## src/rtl/core/wmv_sdiv.sv

```systemverilog
// Bit-serial restoring divider: one quotient bit per cycle, most significant first.
module wmv_sdiv #(
    parameter int unsigned W = 21,
    parameter int unsigned D = 6
) (
    input  logic         i_clk,
    input  logic         i_rst_n,
    input  logic         i_start,
    input  logic [W-1:0] i_dividend,
    input  logic [D-1:0] i_divisor,
    output logic         o_done,
    output logic [W-1:0] o_quotient
);
    localparam int unsigned CNT_W = $clog2(W);

    logic             r_busy;
    logic             r_done;
    logic [CNT_W-1:0] r_cnt;
    logic [W-1:0]     r_q;
    logic [D-1:0]     r_dvs;
    logic [D-1:0]     r_rem;
    logic [D:0]       n_trial;
    logic             n_take;

    // Partial remainder with the next dividend bit brought down.
    always_comb begin
        n_trial = {r_rem, r_q[W-1]};
        n_take  = (n_trial >= {1'b0, r_dvs});
    end

    // Control: W iterations, then a done pulse.
    always_ff @(posedge i_clk) begin
        if (!i_rst_n) begin
            r_busy <= 1'b0;
            r_done <= 1'b0;
            r_cnt  <= '0;
        end else begin
            r_done <= 1'b0;
            if (i_start) begin
                r_busy <= 1'b1;
                r_cnt  <= CNT_W'(W - 1);
            end else if (r_busy) begin
                if (r_cnt == '0) begin
                    r_busy <= 1'b0;
                    r_done <= 1'b1;
                end else begin
                    r_cnt <= r_cnt - 1'b1;
                end
            end
        end
    end

    // Dividend bits shift out at the top while quotient bits shift in below.
    always_ff @(posedge i_clk) begin
        if (i_start) begin
            r_q   <= i_dividend;
            r_dvs <= i_divisor;
            r_rem <= '0;
        end else if (r_busy) begin
            if (n_take) begin
                r_rem <= D'(n_trial - {1'b0, r_dvs});
            end else begin
                r_rem <= D'(n_trial);
            end
            r_q <= {r_q[W-2:0], n_take};
        end
    end

    assign o_done     = r_done;
    assign o_quotient = r_q;
endmodule

```

## config.mk

```make
export PLATFORM = sky130hd
export DESIGN_NAME = wmv_sdiv
export DESIGN_NICKNAME = d
export VERILOG_FILES = /design/src/rtl/core/wmv_sdiv.sv
export SDC_FILE = /design/constraint.sdc
export NUM_CORES = 1
export LEC_CHECK = 0
export BUFFER_PORTS_ARGS = -buffer_cell sky130_fd_sc_hd__buf_2
export CAP_MARGIN = 15
export CELL_PAD_IN_SITES_DETAIL_PLACEMENT = 0
export CELL_PAD_IN_SITES_GLOBAL_PLACEMENT = 1
export CORE_ASPECT_RATIO = 0.6
export CORE_MARGIN = 8
export CORE_UTILIZATION = 32
export DETAILED_ROUTE_END_ITERATION = 6
export GPL_TIMING_DRIVEN = 0
export PLACE_DENSITY = 0.61
export SKIP_CTS_REPAIR_TIMING = 1
export SKIP_LAST_GASP = 1
export SLEW_MARGIN = 40
export SYNTH_ARGS = -nofsm -noshare
export SYNTH_HDL_FRONTEND = slang
export SYNTH_SLANG_ARGS = --single-unit
```

## constraint.sdc

```tcl
create_clock -name i_clk -period 2.65 [get_ports i_clk]
set_input_delay 0.265 -clock i_clk [delete_from_list [all_inputs] [get_ports i_clk]]
set_output_delay 0.265 -clock i_clk [all_outputs]
set_load 0.1 [all_outputs]
```

**Word level (Yosys, flattened, before mapping)**

Cells that the tools add are included.
W data, S select, Z words.

- Bits in registers: 40
- Bits of input ports: 30
- Output and inout port bits: 22

- Add/subtract/negate cells: 2
- Eq/ne operators: 1
- Mux-type cells: 10
- $lt $le $gt $ge: 1
- Reductions and logical operators: 6
- Bitwise operators: 3

Operators by type and width:

| operator | number |
|---|---|
| $mux W21 | 2 |
| $mux W5 | 3 |
| $ge A7 B6 Y1 | 1 |
| $mux W6 | 1 |
| $sub A6 B6 Y6 | 1 |
| $logic_not A5 Y1 | 1 |
| $sub A5 B1 Y5 const B | 1 |
| $mux W1 | 4 |
| $reduce_and A2 Y1 | 2 |
| $not A1 Y1 | 3 |
| $reduce_or A3 Y1 | 1 |
| $ne A2 B2 Y1 const B | 1 |
| $reduce_bool A2 Y1 | 1 |
| $reduce_or A2 Y1 | 1 |

**Logic depth before layout (Yosys ltp)**

Gate-level depths: netlist (run 1).

- Depth after elaboration: 4
- Depth in mapped cells: 8
- Mapped depth without buffers: 8

**Worst setup path before layout (run 1)**

No wires, ideal clock.

- Path type: register to register
- Start: register r_q[20] (netlist: o_quotient[20])
- End: register r_rem[1]
- Setup time: 127 ps
- Path buffers: 1
- Setup slack: -28 ps
- Data arrival time: 2551 ps
- Cell stages (with the launch flop): 9
- Data required time: 2523 ps
- Cells stage by stage: edfxtp_1 -> inv_1 -> ha_1 -> and2b_2 -> o21ai_0 -> a41o_1 -> buf_6 -> nor4bb_1 -> or3_1

- Longest elaborated chain between the ends: 2
- Elaborated cells on any way between the ends: 3
- Those cells by class: 1 x add/sub; 1 x order compare; 1 x mux

Ends and longest elaborated chain:

| element | line | text |
|---|---|---|
| start, declared | 19 | `logic [W-1:0] r_q;` |
| start signal, assigned | 56 | `r_q <= i_dividend;` |
| start signal, assigned | 65 | `r_q <= {r_q[W-2:0], n_take};` |
| $sub A6 B6 Y6 or $ge A7 B6 Y1 (tied branches) | 61, 28 |  |
| $mux W6 * | 60 | `if (n_take) begin` |
| end signal, assigned | 61 | `r_rem <= D'(n_trial - {1'b0, r_dvs});` |
| end signal, assigned | 63 | `r_rem <= D'(n_trial);` |
| end, declared | 21 | `logic [D-1:0] r_rem;` |

Mark *: on every way between the ends. The rest lies on a longest branch, timed or not.
A chain may end at the register's enable or synchronous reset.

**Worst setup path after layout (run 1)**

- Start: register r_dvs[4]
- End: register r_rem[1]

- Longest elaborated chain between the ends: 2

Ends and longest elaborated chain:

| element | line | text |
|---|---|---|
| start, declared | 20 | `logic [D-1:0] r_dvs;` |
| start signal, assigned | 57 | `r_dvs <= i_divisor;` |
| $ge A7 B6 Y1 | 28 | `n_take = (n_trial >= {1'b0, r_dvs});` |
| $mux W6 | 60 |  |

Every way passes these cells.

==> run summary, run 1 <==
- worst flop-to-flop path startpoint: r_dvs[4]
- share of flip-flops with an asynchronous set or reset: 0%
- Core Box Area: 6001 sq um
- leading cell types by count after synthesis: sky130_fd_sc_hd__edfxtp_1 (27), sky130_fd_sc_hd__mux2_2 (22), sky130_fd_sc_hd__nor2_1 (15)
- run status: finished clean
- post-route minimum period: 2161 ps
- final setup TNS: 0 ps
- relative slew slack: 62.31%
- gate family responsible for the most delay along the worst path: compound AO/OA/AOI/OAI gates
- number of global-route vias before repair: 1,370
- remaining antenna violation count: 0
- y dimension of the die: 76.42 um
- largest net degree at the start of global routing: 22
- simple-gate portion of the synthesized area: 8.805%
- clock-pin slew reported for the worst setup and hold paths after clock tree synthesis: 80 ps
- arrival time of data at the critical path endpoint: 2340 ps
- multiplexer fraction of the synthesized cell area: 15.04%
- Cells after Synth: 157
- synthesized-area fraction occupied by adder cells: 6.170%
- sequential share of the synthesized area: 55.01%
- smallest hold slack: 144.7 ps
- routed wire length: 4156 um
- Crit path buffers/inverters: 2
- remaining design rule violation count: 0
- proportion of layout cells with a drive suffix above 1: 39.81%
- routed wire length per instance: 13.85 um
- TritonRoute pass-1 iters: 4
- CTS tree: built
- Min-Delay Startpoint: i_divisor[0]
- Syn Std Cell Area: 1947 sq um
- Max stage delay on crit path: 360 ps
- fill count: 610
- clock tree skew after final layout: 6.187 ps
- Critical-path top delay cell: sky130_fd_sc_hd__ha_1
- Antenna Diode Count: 0
- area post-placement: 2307 sq um
- launching instance or port of the critical path: r_dvs[4]
- ranking of synthesized cells by area: sky130_fd_sc_hd__edfxtp_1 (42%), sky130_fd_sc_hd__dfxtp_1 (13%), sky130_fd_sc_hd__mux2_2 (13%), sky130_fd_sc_hd__ha_1 (5.1%), sky130_fd_sc_hd__nor2_1 (2.9%)
- post-synth net total: 196
- post-detail-place hpwl: 3137 um
- Post-synth EDFFs: 27
- first-pass GRT wire length: 6934 um
- total global routing overflow: 0
- post-synthesis area per instance: 12.40 sq um
- most frequently used cell type in the post-synthesis netlist: sky130_fd_sc_hd__edfxtp_1
- xor/xnor cell area share of the yosys netlist: 2.249%
- number of warnings issued by yosys: 0
- Worst Setup Start Kind: register
- Max Clk Rate: 462.7 MHz
- largest family of logic cells by synthesized area: multiplexers
- worst min path class: primary input to register
- PD cells: 751.2 nW/um^2
- I/O pin cnt: 52
- post-synth top area share: 41.65%
- critical path start-end classification: register to register
- Buffers on Ports: 51
- commonest register cell after synthesis: sky130_fd_sc_hd__edfxtp_1
- routed vias/inst: 4.400
- combined global-route utilization of all metal layers: 9.872%
- internal reg-to-reg setup slack: 490 ps
- portion of the clock cycle consumed by the worst path in the final layout: 81.55%
- net total in the final layout: 254
- Chip Width: 116.7 um
- Design Area, Final: 2414 sq um
- register bit count reported by yosys: 40
- count of clock tree sinks: 40
- CTS root buf: sky130_fd_sc_hd__clkbuf_8
- final number of setup-violating endpoints: 0
- buffer levels on the longest clock path: 2
- unrepaired setup endpoints after global routing: false
- number of antenna violations at the first check in global routing: 0
- floorplan row count: 22
- clock buffer count from CTS: 5
- transition time at the pin with the least slew margin: 565.3 ps
- clock network latency to the later pin of the worst-skew pair: 290 ps
- area of the die: 8918 sq um
- Leakage: 1.005 nW
- Synth cell types: 35
- area overhead of the layout relative to synthesis: 23.97%
- maximum net fanout on the critical path: 9
- critical path data required time: 2830 ps
- crit-path cells: inv_1 -> ha_1 -> a21o_1 -> a211o_1 -> a41o_1 -> buf_6 -> nor4bb_1 -> or3_1
- max cap viols: 0
- post-synthesis compound-gate area fraction: 8.869%
- vias: 1,320
- maximum VDD drop: 0.3515 mV
- final count of hold timing violations: 0
- type of element capturing the critical path: register
- number of pins with negative max-slew slack in the final report: 0
- violation count after the first detailed-route iteration: 51
- gpl congestion: 0.6931
- post-layout total power: 1.813 mW
- cell taking the most area after synthesis: sky130_fd_sc_hd__edfxtp_1
- Initial Util: 32.44%
- depth of the CTS H-tree: 2
final cells by class:
type	instances	area [sq um]	area share, %
Clock inverter	3	37.54	1.555
Tap cell	84	105.1	4.355
Inverter	11	41.29	1.711
Sequential cell	40	1071	44.38
Clock buffer	5	68.82	2.851
Timing Repair Buffer	51	255.2	10.58
Multi-Input combinational cell	99	800.8	33.18
Buffer	7	33.78	1.400
flip-flops by register name, summed over array words and instances, names as in the netlist:
signal and cells:
r_busy 1, r_cnt 5, o_done 1, r_rem 6, r_dvs 6, o_quotient 21
where the power goes:
group	switching, mW	internal, mW
Clock	0.211	0.274
Combinational	0.401	0.159
Sequential	0.0318	0.735
metrics by stage:
stage | setup slack, ps | std cells | util [%]
floorplan | 55.41 | 157 | -
global route | 357.6 | 300 | 40.22
global placement | 475.5 | 292 | 38.45
finish | 488.9 | 300 | 40.22
detailed placement | 491.4 | 292 | 38.45
CTS | 483.4 | 300 | 40.22
metal layers:
metal	part of all wire (%)	up-vias	global-route usage [%]	wire, um
met2	39	30	12.62	1617
met4	1.5	0	3.812	63
met3	6.3	7	4.035	263
li1	-	683	-	-
met1	53	600	14.06	2212
met5	0	-	0	0
worst register-to-register path, delay by kind of cell, from the launching register on:
kind / cells / cell delay [ps]
AOI/OAI and AO/OA: 3 / 680
buffers and inverters: 2 / 180
DFF: 1 / 320
and+or+nand+nor: 2 / 500
adders and majority gates: 1 / 360
placed cells by master (no fill, tap or decap), types with 2 or more instances in the layout:
cell type                   n
sky130_fd_sc_hd__xor2_1     2
sky130_fd_sc_hd__nor2b_1    2
sky130_fd_sc_hd__mux2_2    22
sky130_fd_sc_hd__dfxtp_1   13
sky130_fd_sc_hd__inv_1     10
sky130_fd_sc_hd__nor3b_1    2
sky130_fd_sc_hd__edfxtp_1  27
sky130_fd_sc_hd__xnor2_1    3
sky130_fd_sc_hd__nor3_1     2
sky130_fd_sc_hd__clkbuf_8   5
sky130_fd_sc_hd__mux2i_1    3
sky130_fd_sc_hd__a21oi_1    7
sky130_fd_sc_hd__nand2b_1   3
sky130_fd_sc_hd__o21ai_0    5
sky130_fd_sc_hd__nor2_1    15
sky130_fd_sc_hd__o21a_1     4
sky130_fd_sc_hd__a211oi_1   4
sky130_fd_sc_hd__ha_1       8
sky130_fd_sc_hd__clkbuf_1   6
sky130_fd_sc_hd__nand2_1    2
sky130_fd_sc_hd__clkinv_1   2
sky130_fd_sc_hd__buf_2     51
path summary, 6_finish.rpt:
check                                 to  depth (start not counted)
worst min register to register    o_done                          1
worst max-delay path            r_rem[1]                          8
worst min-delay path            r_dvs[0]                          1
worst max register to register  r_rem[1]                          8
cell families (layout without fill, tap and decap cells):
logic type	after synthesis	after routing
buf+inv	18	77
mux	26	26
simple gates	33	33
compound gates	26	26
fa+ha+maj	9	9
xor+xnor	5	5
flops	40	40
Power figures use the tool's default switching activity.
==> run 2: changes to the inputs <==
==> constraint.sdc (replaced) <==
create_clock -name i_clk -period 2.2 [get_ports i_clk]
set_input_delay 0.22 -clock i_clk [delete_from_list [all_inputs] [get_ports i_clk]]
set_output_delay 0.22 -clock i_clk [all_outputs]
set_load 0.1 [all_outputs]
==> run 2 against run 1 <==
Compared with the run above: combinational power rose by 22%; non-clock buffer count did not move; flip-flop and latch count did not move; critical endpoint unchanged; clock skew rose by 2.0 ps; highest routed layer unchanged; die area did not move; global-route usage barely moved; first-iteration DRC count rose by 51%; via count barely moved; power rose by 21%; count of clock-buffer cells in the layout rose by 1; worst hold slack got worse by 44 ps; final cell count did not move.
==> run summary, run 2 (synthesis gave the netlist of run 1 again) <==
- CTS tree: built, unchanged
- post-route minimum period: 2097 ps, was 2161 ps
- buffer levels on the longest clock path: 2, unchanged
- transition time at the pin with the least slew margin: 545.6 ps, was 565.3 ps
- largest net degree at the start of global routing: 22, unchanged
- number of antenna violations at the first check in global routing: 0, unchanged
- PD cells: 901.4 nW/um^2, was 751.2 nW/um^2
- routed vias/inst: 4.397, was 4.400
- final count of hold timing violations: 0, unchanged
- remaining antenna violation count: 0, unchanged
- area of the die: 8918 sq um, unchanged
- critical path data required time: 2370 ps, was 2830 ps
- gpl congestion: 0.7237, was 0.6931
- total area of multi-input combinational cells: 828.3 sq um, was 800.8 sq um
- fill count: 626, was 610
- y dimension of the die: 76.42 um, unchanged
- TritonRoute pass-1 iters: 4, unchanged
- vias: 1,319, was 1,320
- routed wire length: 4254 um, was 4156 um
- Antenna Diode Count: 0, unchanged
- filler-free cell count of the finished design: 300, unchanged
- floorplan row count: 22, unchanged
- area overhead of the layout relative to synthesis: 25.45%, was 23.97%
- final number of setup-violating endpoints: 0, unchanged
- crit-path cells: inv_1 -> ha_4 -> a21o_1 -> a211o_1 -> a41o_1 -> buf_6 -> nor4bb_1 -> or3_1, was inv_1 -> ha_1 -> a21o_1 -> a211o_1 -> a41o_1 -> buf_6 -> nor4bb_1 -> or3_1
- Critical-path top delay cell: sky130_fd_sc_hd__or3_1, was sky130_fd_sc_hd__ha_1
- remaining design rule violation count: 0, unchanged
- clock buffer count from CTS: 5, unchanged
- Leakage: 1.005 nW, about the same
- Worst Setup Start Kind: register, unchanged
- total global routing overflow: 0, unchanged
- arrival time of data at the critical path endpoint: 2270 ps, was 2340 ps
- combined global-route utilization of all metal layers: 9.907%, was 9.872%
- maximum VDD drop: 0.4452 mV, was 0.3515 mV
- gate family responsible for the most delay along the worst path: compound AO/OA/AOI/OAI gates, unchanged
- first-pass GRT wire length: 6927 um, was 6934 um
- leading cell type in the layout, fill and taps excluded: sky130_fd_sc_hd__buf_2, unchanged
- violation count after the first detailed-route iteration: 77, was 51
- clock network latency to the later pin of the worst-skew pair: 290 ps, about the same
- critical path start-end classification: register to register, unchanged
- depth of the CTS H-tree: 2, unchanged
- net total in the final layout: 254, unchanged
- post-detail-place hpwl: 3234 um, was 3137 um
- Crit path buffers/inverters: 2, unchanged
- max cap viols: 0, unchanged
- proportion of layout cells with a drive suffix above 1: 41.67%, was 39.81%
- clock-pin slew reported for the worst setup and hold paths after clock tree synthesis: 80 ps, about the same
- portion of the clock cycle consumed by the worst path in the final layout: 95.31%, was 81.55%
- unrepaired setup endpoints after global routing: false, unchanged
- I/O pin cnt: 52, unchanged
- Max Clk Rate: 476.9 MHz, was 462.7 MHz
- Core Box Area: 6001 sq um, unchanged
- Initial Util: 32.44%, unchanged
- cell count after placement: 292, unchanged
- count of clock tree sinks: 40, unchanged
- maximum net fanout on the critical path: 9, unchanged
- clock tree skew after final layout: 8.141 ps, was 6.187 ps
- footprint of the flip-flops and latches: 1071 sq um, unchanged
- max reg flops: 21, unchanged
- run status: finished clean, unchanged
- CTS root buf: sky130_fd_sc_hd__clkbuf_8, unchanged
- Buffers on Ports: 51, unchanged
- worst min path class: primary input to register, unchanged
- routed wire length per instance: 14.18 um, was 13.85 um
- Max stage delay on crit path: 370 ps, was 360 ps
- number of pins with negative max-slew slack in the final report: 0, unchanged
- type of element capturing the critical path: register, unchanged
- relative slew slack: 63.62%, was 62.31%
- post-layout total power: 2.202 mW, was 1.813 mW
- number of global-route vias before repair: 1,350, was 1,370
- Chip Width: 116.7 um, unchanged
- top library cells by usage in the layout, fill and taps aside: sky130_fd_sc_hd__buf_2 (51), sky130_fd_sc_hd__edfxtp_1 (27), sky130_fd_sc_hd__mux2_2 (22), sky130_fd_sc_hd__nor2_1 (15), sky130_fd_sc_hd__dfxtp_1 (13), unchanged
## run 2: changes by cell type in the layout (fill, tap and decap cells not counted), sizes merged
cell    before  now
clkbuf      11   12
clkinv       2    1
## run 2: layout make-up
cell class / instances / area share [%]
Clock inverter: 2 / 1.434
Inverter: 11 / 1.691
Tap cell: 84 / 4.303
Timing Repair Buffer: 51 / 10.45
Clock buffer: 6 / 2.971
Multi-Input combinational cell: 99 / 33.91
Buffer: 7 / 1.383
Sequential cell: 40 / 43.85
## run 2: worst paths after layout
check	from	endpoint	slack (ps)	depth (start not counted)
worst max-delay path	r_dvs[4]	r_rem[1]	100	8
worst min-delay path	i_divisor[1]	r_dvs[1]	100	1
worst max register to register	r_dvs[4]	r_rem[1]	100	8
worst min register to register	r_rem[5]	r_rem[5]	500	2
## run 2: power by group
group / internal (mW) / switching (mW) / total, mW / leakage [nW]
clock: 0.337 / 0.255 / 0.591 / 0.0552
sequential: 0.886 / 0.0417 / 0.928 / 0.377
combinational: 0.199 / 0.483 / 0.682 / 0.573
total: 1.42 / 0.779 / 2.20 / 1.00
## run 2: layer usage
layer	part of all wire [%]	track usage [%]	wire length, um	vias up
li1	-	-	-	687
met3	5.2	3.560	220	5
met4	1.4	4.193	60	0
met2	37	11.99	1556	34
met1	57	14.81	2417	593
met5	0	0	0	-
## run 2: per-stage QoR
step | setup TNS [ps] | hold WS (ps) | setup WS (ps) | area [sq um] | utilization, %
after floorplan | -1415 | 318.9 | -296.1 | 1962 | -
after global placement | 0 | 396.4 | 50.64 | 2322 | 38.70
after detailed placement | 0 | 398.5 | 52.03 | 2322 | 38.70
after CTS | 0 | 90.07 | 53.01 | 2430 | 40.49
after global routing | 0 | 85.17 | 33.44 | 2442 | 40.70
final | 0 | 100.7 | 103.1 | 2442 | 40.70
==> run 3: changes to the inputs <==
--- a/config.mk
+++ b/config.mk
@@ -11,10 +11,10 @@
 export CELL_PAD_IN_SITES_GLOBAL_PLACEMENT = 1
 export CORE_ASPECT_RATIO = 0.6
 export CORE_MARGIN = 8
-export CORE_UTILIZATION = 32
+export CORE_UTILIZATION = 41
 export DETAILED_ROUTE_END_ITERATION = 6
 export GPL_TIMING_DRIVEN = 0
-export PLACE_DENSITY = 0.61
+export PLACE_DENSITY = 0.76
 export SKIP_CTS_REPAIR_TIMING = 1
 export SKIP_LAST_GASP = 1
 export SLEW_MARGIN = 40
==> run 3 against run 2 <==
Compared with the run above: worst hold slack improved by 11 ps; sequential share of layout area rose by 0.32 points; via count rose by 5.0%; core utilization rose by 12 points; clock skew fell by 5.5 ps.
==> run summary, run 3 (synthesis gave the netlist of run 1 again) <==
- run status: finished clean, unchanged
- post-route minimum period: 2084 ps, was 2097 ps
- Min-Delay Startpoint: i_divisor[5], was i_divisor[1]
- remaining antenna violation count: 0, unchanged
- routed wire length: 4133 um, was 4254 um
- cell internal power dissipation: 1.451 mW, was 1.422 mW
- Worst Setup Start Kind: register, unchanged
- proportion of layout cells with a drive suffix above 1: 42.13%, was 41.67%
- leading cell type in the layout, fill and taps excluded: sky130_fd_sc_hd__buf_2, unchanged
- Net Sw Frac: 34.44%, was 35.40%
- combinational group share of total power: 31.0%, about the same
- first-pass GRT wire length: 6782 um, was 6927 um
- clock network latency to the later pin of the worst-skew pair: 280 ps, was 290 ps
- Core Box Area: 4564 sq um, was 6001 sq um
- Max stage delay on crit path: 420 ps, was 370 ps
- Initial Util: 42.65%, was 32.44%
- total global routing overflow: 0, unchanged
- Crit path buffers/inverters: 1, was 2
- Antenna Diode Count: 0, unchanged
- Max Clk Rate: 479.8 MHz, was 476.9 MHz
- CTS root buf: sky130_fd_sc_hd__clkbuf_8, unchanged
- post-route setup slack: 115.6 ps, was 103.1 ps
- Leakage: 1.008 nW, was 1.005 nW
- largest net degree at the start of global routing: 22, unchanged
- Worst Hold Depth: 1, unchanged
- worst-case reg-to-reg path depth: 7, was 8
- buffer levels on the longest clock path: 2, unchanged
- maximum VDD drop: 0.4354 mV, was 0.4452 mV
- net total in the final layout: 254, unchanged
- clock buffer count from CTS: 5, unchanged
- depth of the CTS H-tree: 2, unchanged
- clock tree skew after final layout: 2.624 ps, was 8.141 ps
- PD cells: 913.1 nW/um^2, was 901.4 nW/um^2
- number of antenna violations at the first check in global routing: 0, unchanged
- Critical-path top delay cell: sky130_fd_sc_hd__dfxtp_1, was sky130_fd_sc_hd__or3_1
- Chip Width: 105.0 um, was 116.7 um
- post-layout total power: 2.214 mW, was 2.202 mW
- crit-path cells: ha_4 -> a21o_1 -> a211o_1 -> a41o_1 -> buf_6 -> nor4bb_1 -> or3_1, was inv_1 -> ha_4 -> a21o_1 -> a211o_1 -> a41o_1 -> buf_6 -> nor4bb_1 -> or3_1
- area overhead of the layout relative to synthesis: 24.55%, was 25.45%
- TritonRoute pass-1 iters: 4, unchanged
- number of pins with negative max-slew slack in the final report: 0, unchanged
- count of clock tree sinks: 40, unchanged
- y dimension of the die: 69.38 um, was 76.42 um
- gpl congestion: 0.8527, was 0.7237
- post-detail-place hpwl: 3308 um, was 3234 um
- worst min path class: primary input to register, unchanged
- type of element capturing the critical path: register, unchanged
- portion of the clock cycle consumed by the worst path in the final layout: 94.74%, was 95.31%
- max cap viols: 0, unchanged
- number of global-route vias before repair: 1,416, was 1,350
- worst flop-to-flop path startpoint: r_rem[3], was r_dvs[4]
- capture instance of the worst register-to-register path: r_rem[1], unchanged
- routed vias/inst: 4.964, was 4.397
- maximum net fanout on the critical path: 9, unchanged
- cell count after placement: 271, was 292
- final number of setup-violating endpoints: 0, unchanged
- routed wire length per instance: 14.81 um, was 14.18 um
- critical path data required time: 2370 ps, about the same
- gate family responsible for the most delay along the worst path: compound AO/OA/AOI/OAI gates, unchanged
- critical path start-end classification: register to register, unchanged
- relative slew slack: 65.27%, was 63.62%
- combined global-route utilization of all metal layers: 11.39%, was 9.907%
- sequential share of power: 42.0%, was 42.1%
- arrival time of data at the critical path endpoint: 2250 ps, was 2270 ps
- smallest hold slack: 111.8 ps, was 100.7 ps
- top library cells by usage in the layout, fill and taps aside: sky130_fd_sc_hd__buf_2 (51), sky130_fd_sc_hd__edfxtp_1 (27), sky130_fd_sc_hd__mux2_2 (22), sky130_fd_sc_hd__nor2_1 (15), sky130_fd_sc_hd__dfxtp_1 (13), unchanged
- share of total power in the clock network: 27.0%, was 26.9%
- end point of the most critical hold path: r_dvs[5], was r_dvs[1]
- floorplan row count: 19, was 22
- internal reg-to-reg setup slack: 120 ps, was 100 ps
- vias: 1,385, was 1,319
- pre-CTS setup slack: 51.51 ps, was 52.03 ps
- max reg flops: 21, unchanged
- transition time at the pin with the least slew margin: 521.0 ps, was 545.6 ps
- clock-pin slew reported for the worst setup and hold paths after clock tree synthesis: 70 ps, was 80 ps
- switching power: 0.7626 mW, was 0.7793 mW
- remaining design rule violation count: 0, unchanged
- CTS tree: built, unchanged
- I/O pin cnt: 52, unchanged
- unrepaired setup endpoints after global routing: false, unchanged
- violation count after the first detailed-route iteration: 88, was 77
- final count of hold timing violations: 0, unchanged
- filler-free cell count of the finished design: 279, was 300
- area of the die: 7282 sq um, was 8918 sq um
- Buffers on Ports: 51, unchanged
## run 3: final cells by class
type,count,area (sq um)
clock buffer,6,82.58
tap,63,78.83
fill,396,2140
clock inverter,2,33.78
sequential,40,1071
timing repair buffer,51,255.2
inverter,11,41.29
multi-input combinational,99,828.3
buffer,7,33.78
## run 3: routing by layer
| metal | global-route usage, % | routed length (um) | vias up |
|---|---|---|---|
| met5 | 0 | 0 | - |
| met4 | 3.931 | 58 | 0 |
| met3 | 4.267 | 272 | 4 |
| met2 | 18.25 | 1897 | 49 |
| met1 | 13.73 | 1904 | 654 |
| li1 | - | - | 678 |
## run 3: worst max-delay path by stage
| stage | from | endpoint | slack [ps] | cells past startpoint |
|---|---|---|---|---|
| final | r_rem[3] | r_rem[1] | 120 | 7 |
| after CTS | r_dvs[4] | r_rem[1] | 40 | 8 |
| after global placement | r_dvs[4] | r_rem[1] | 90 | 8 |
| after detailed placement | r_dvs[4] | r_rem[1] | 50 | 8 |
| after floorplan | o_quotient[20] | r_rem[0] | -300 | 8 |
| after global routing | r_dvs[4] | r_rem[1] | 30 | 8 |
## run 3: power by group through the flow
stage | clock network (mW) | logic, mW | registers, mW
finish | 0.597 | 0.687 | 0.929
global route | 0.644 | 0.729 | 0.938
CTS | 0.616 | 0.685 | 0.928
detailed placement | 0 | 0.683 | 0.944
global placement | 0 | 0.670 | 0.940
floorplan | 0 | 0.251 | 1.25
## run 3: per-stage QoR
stage,setup TNS [ps],util (%),area (sq um)
finish,0,53.13,2425
global route,0,53.13,2425
CTS,0,52.85,2412
detailed placement,0,50.30,2296
global placement,0,50.30,2296
floorplan,-1415,-,1962
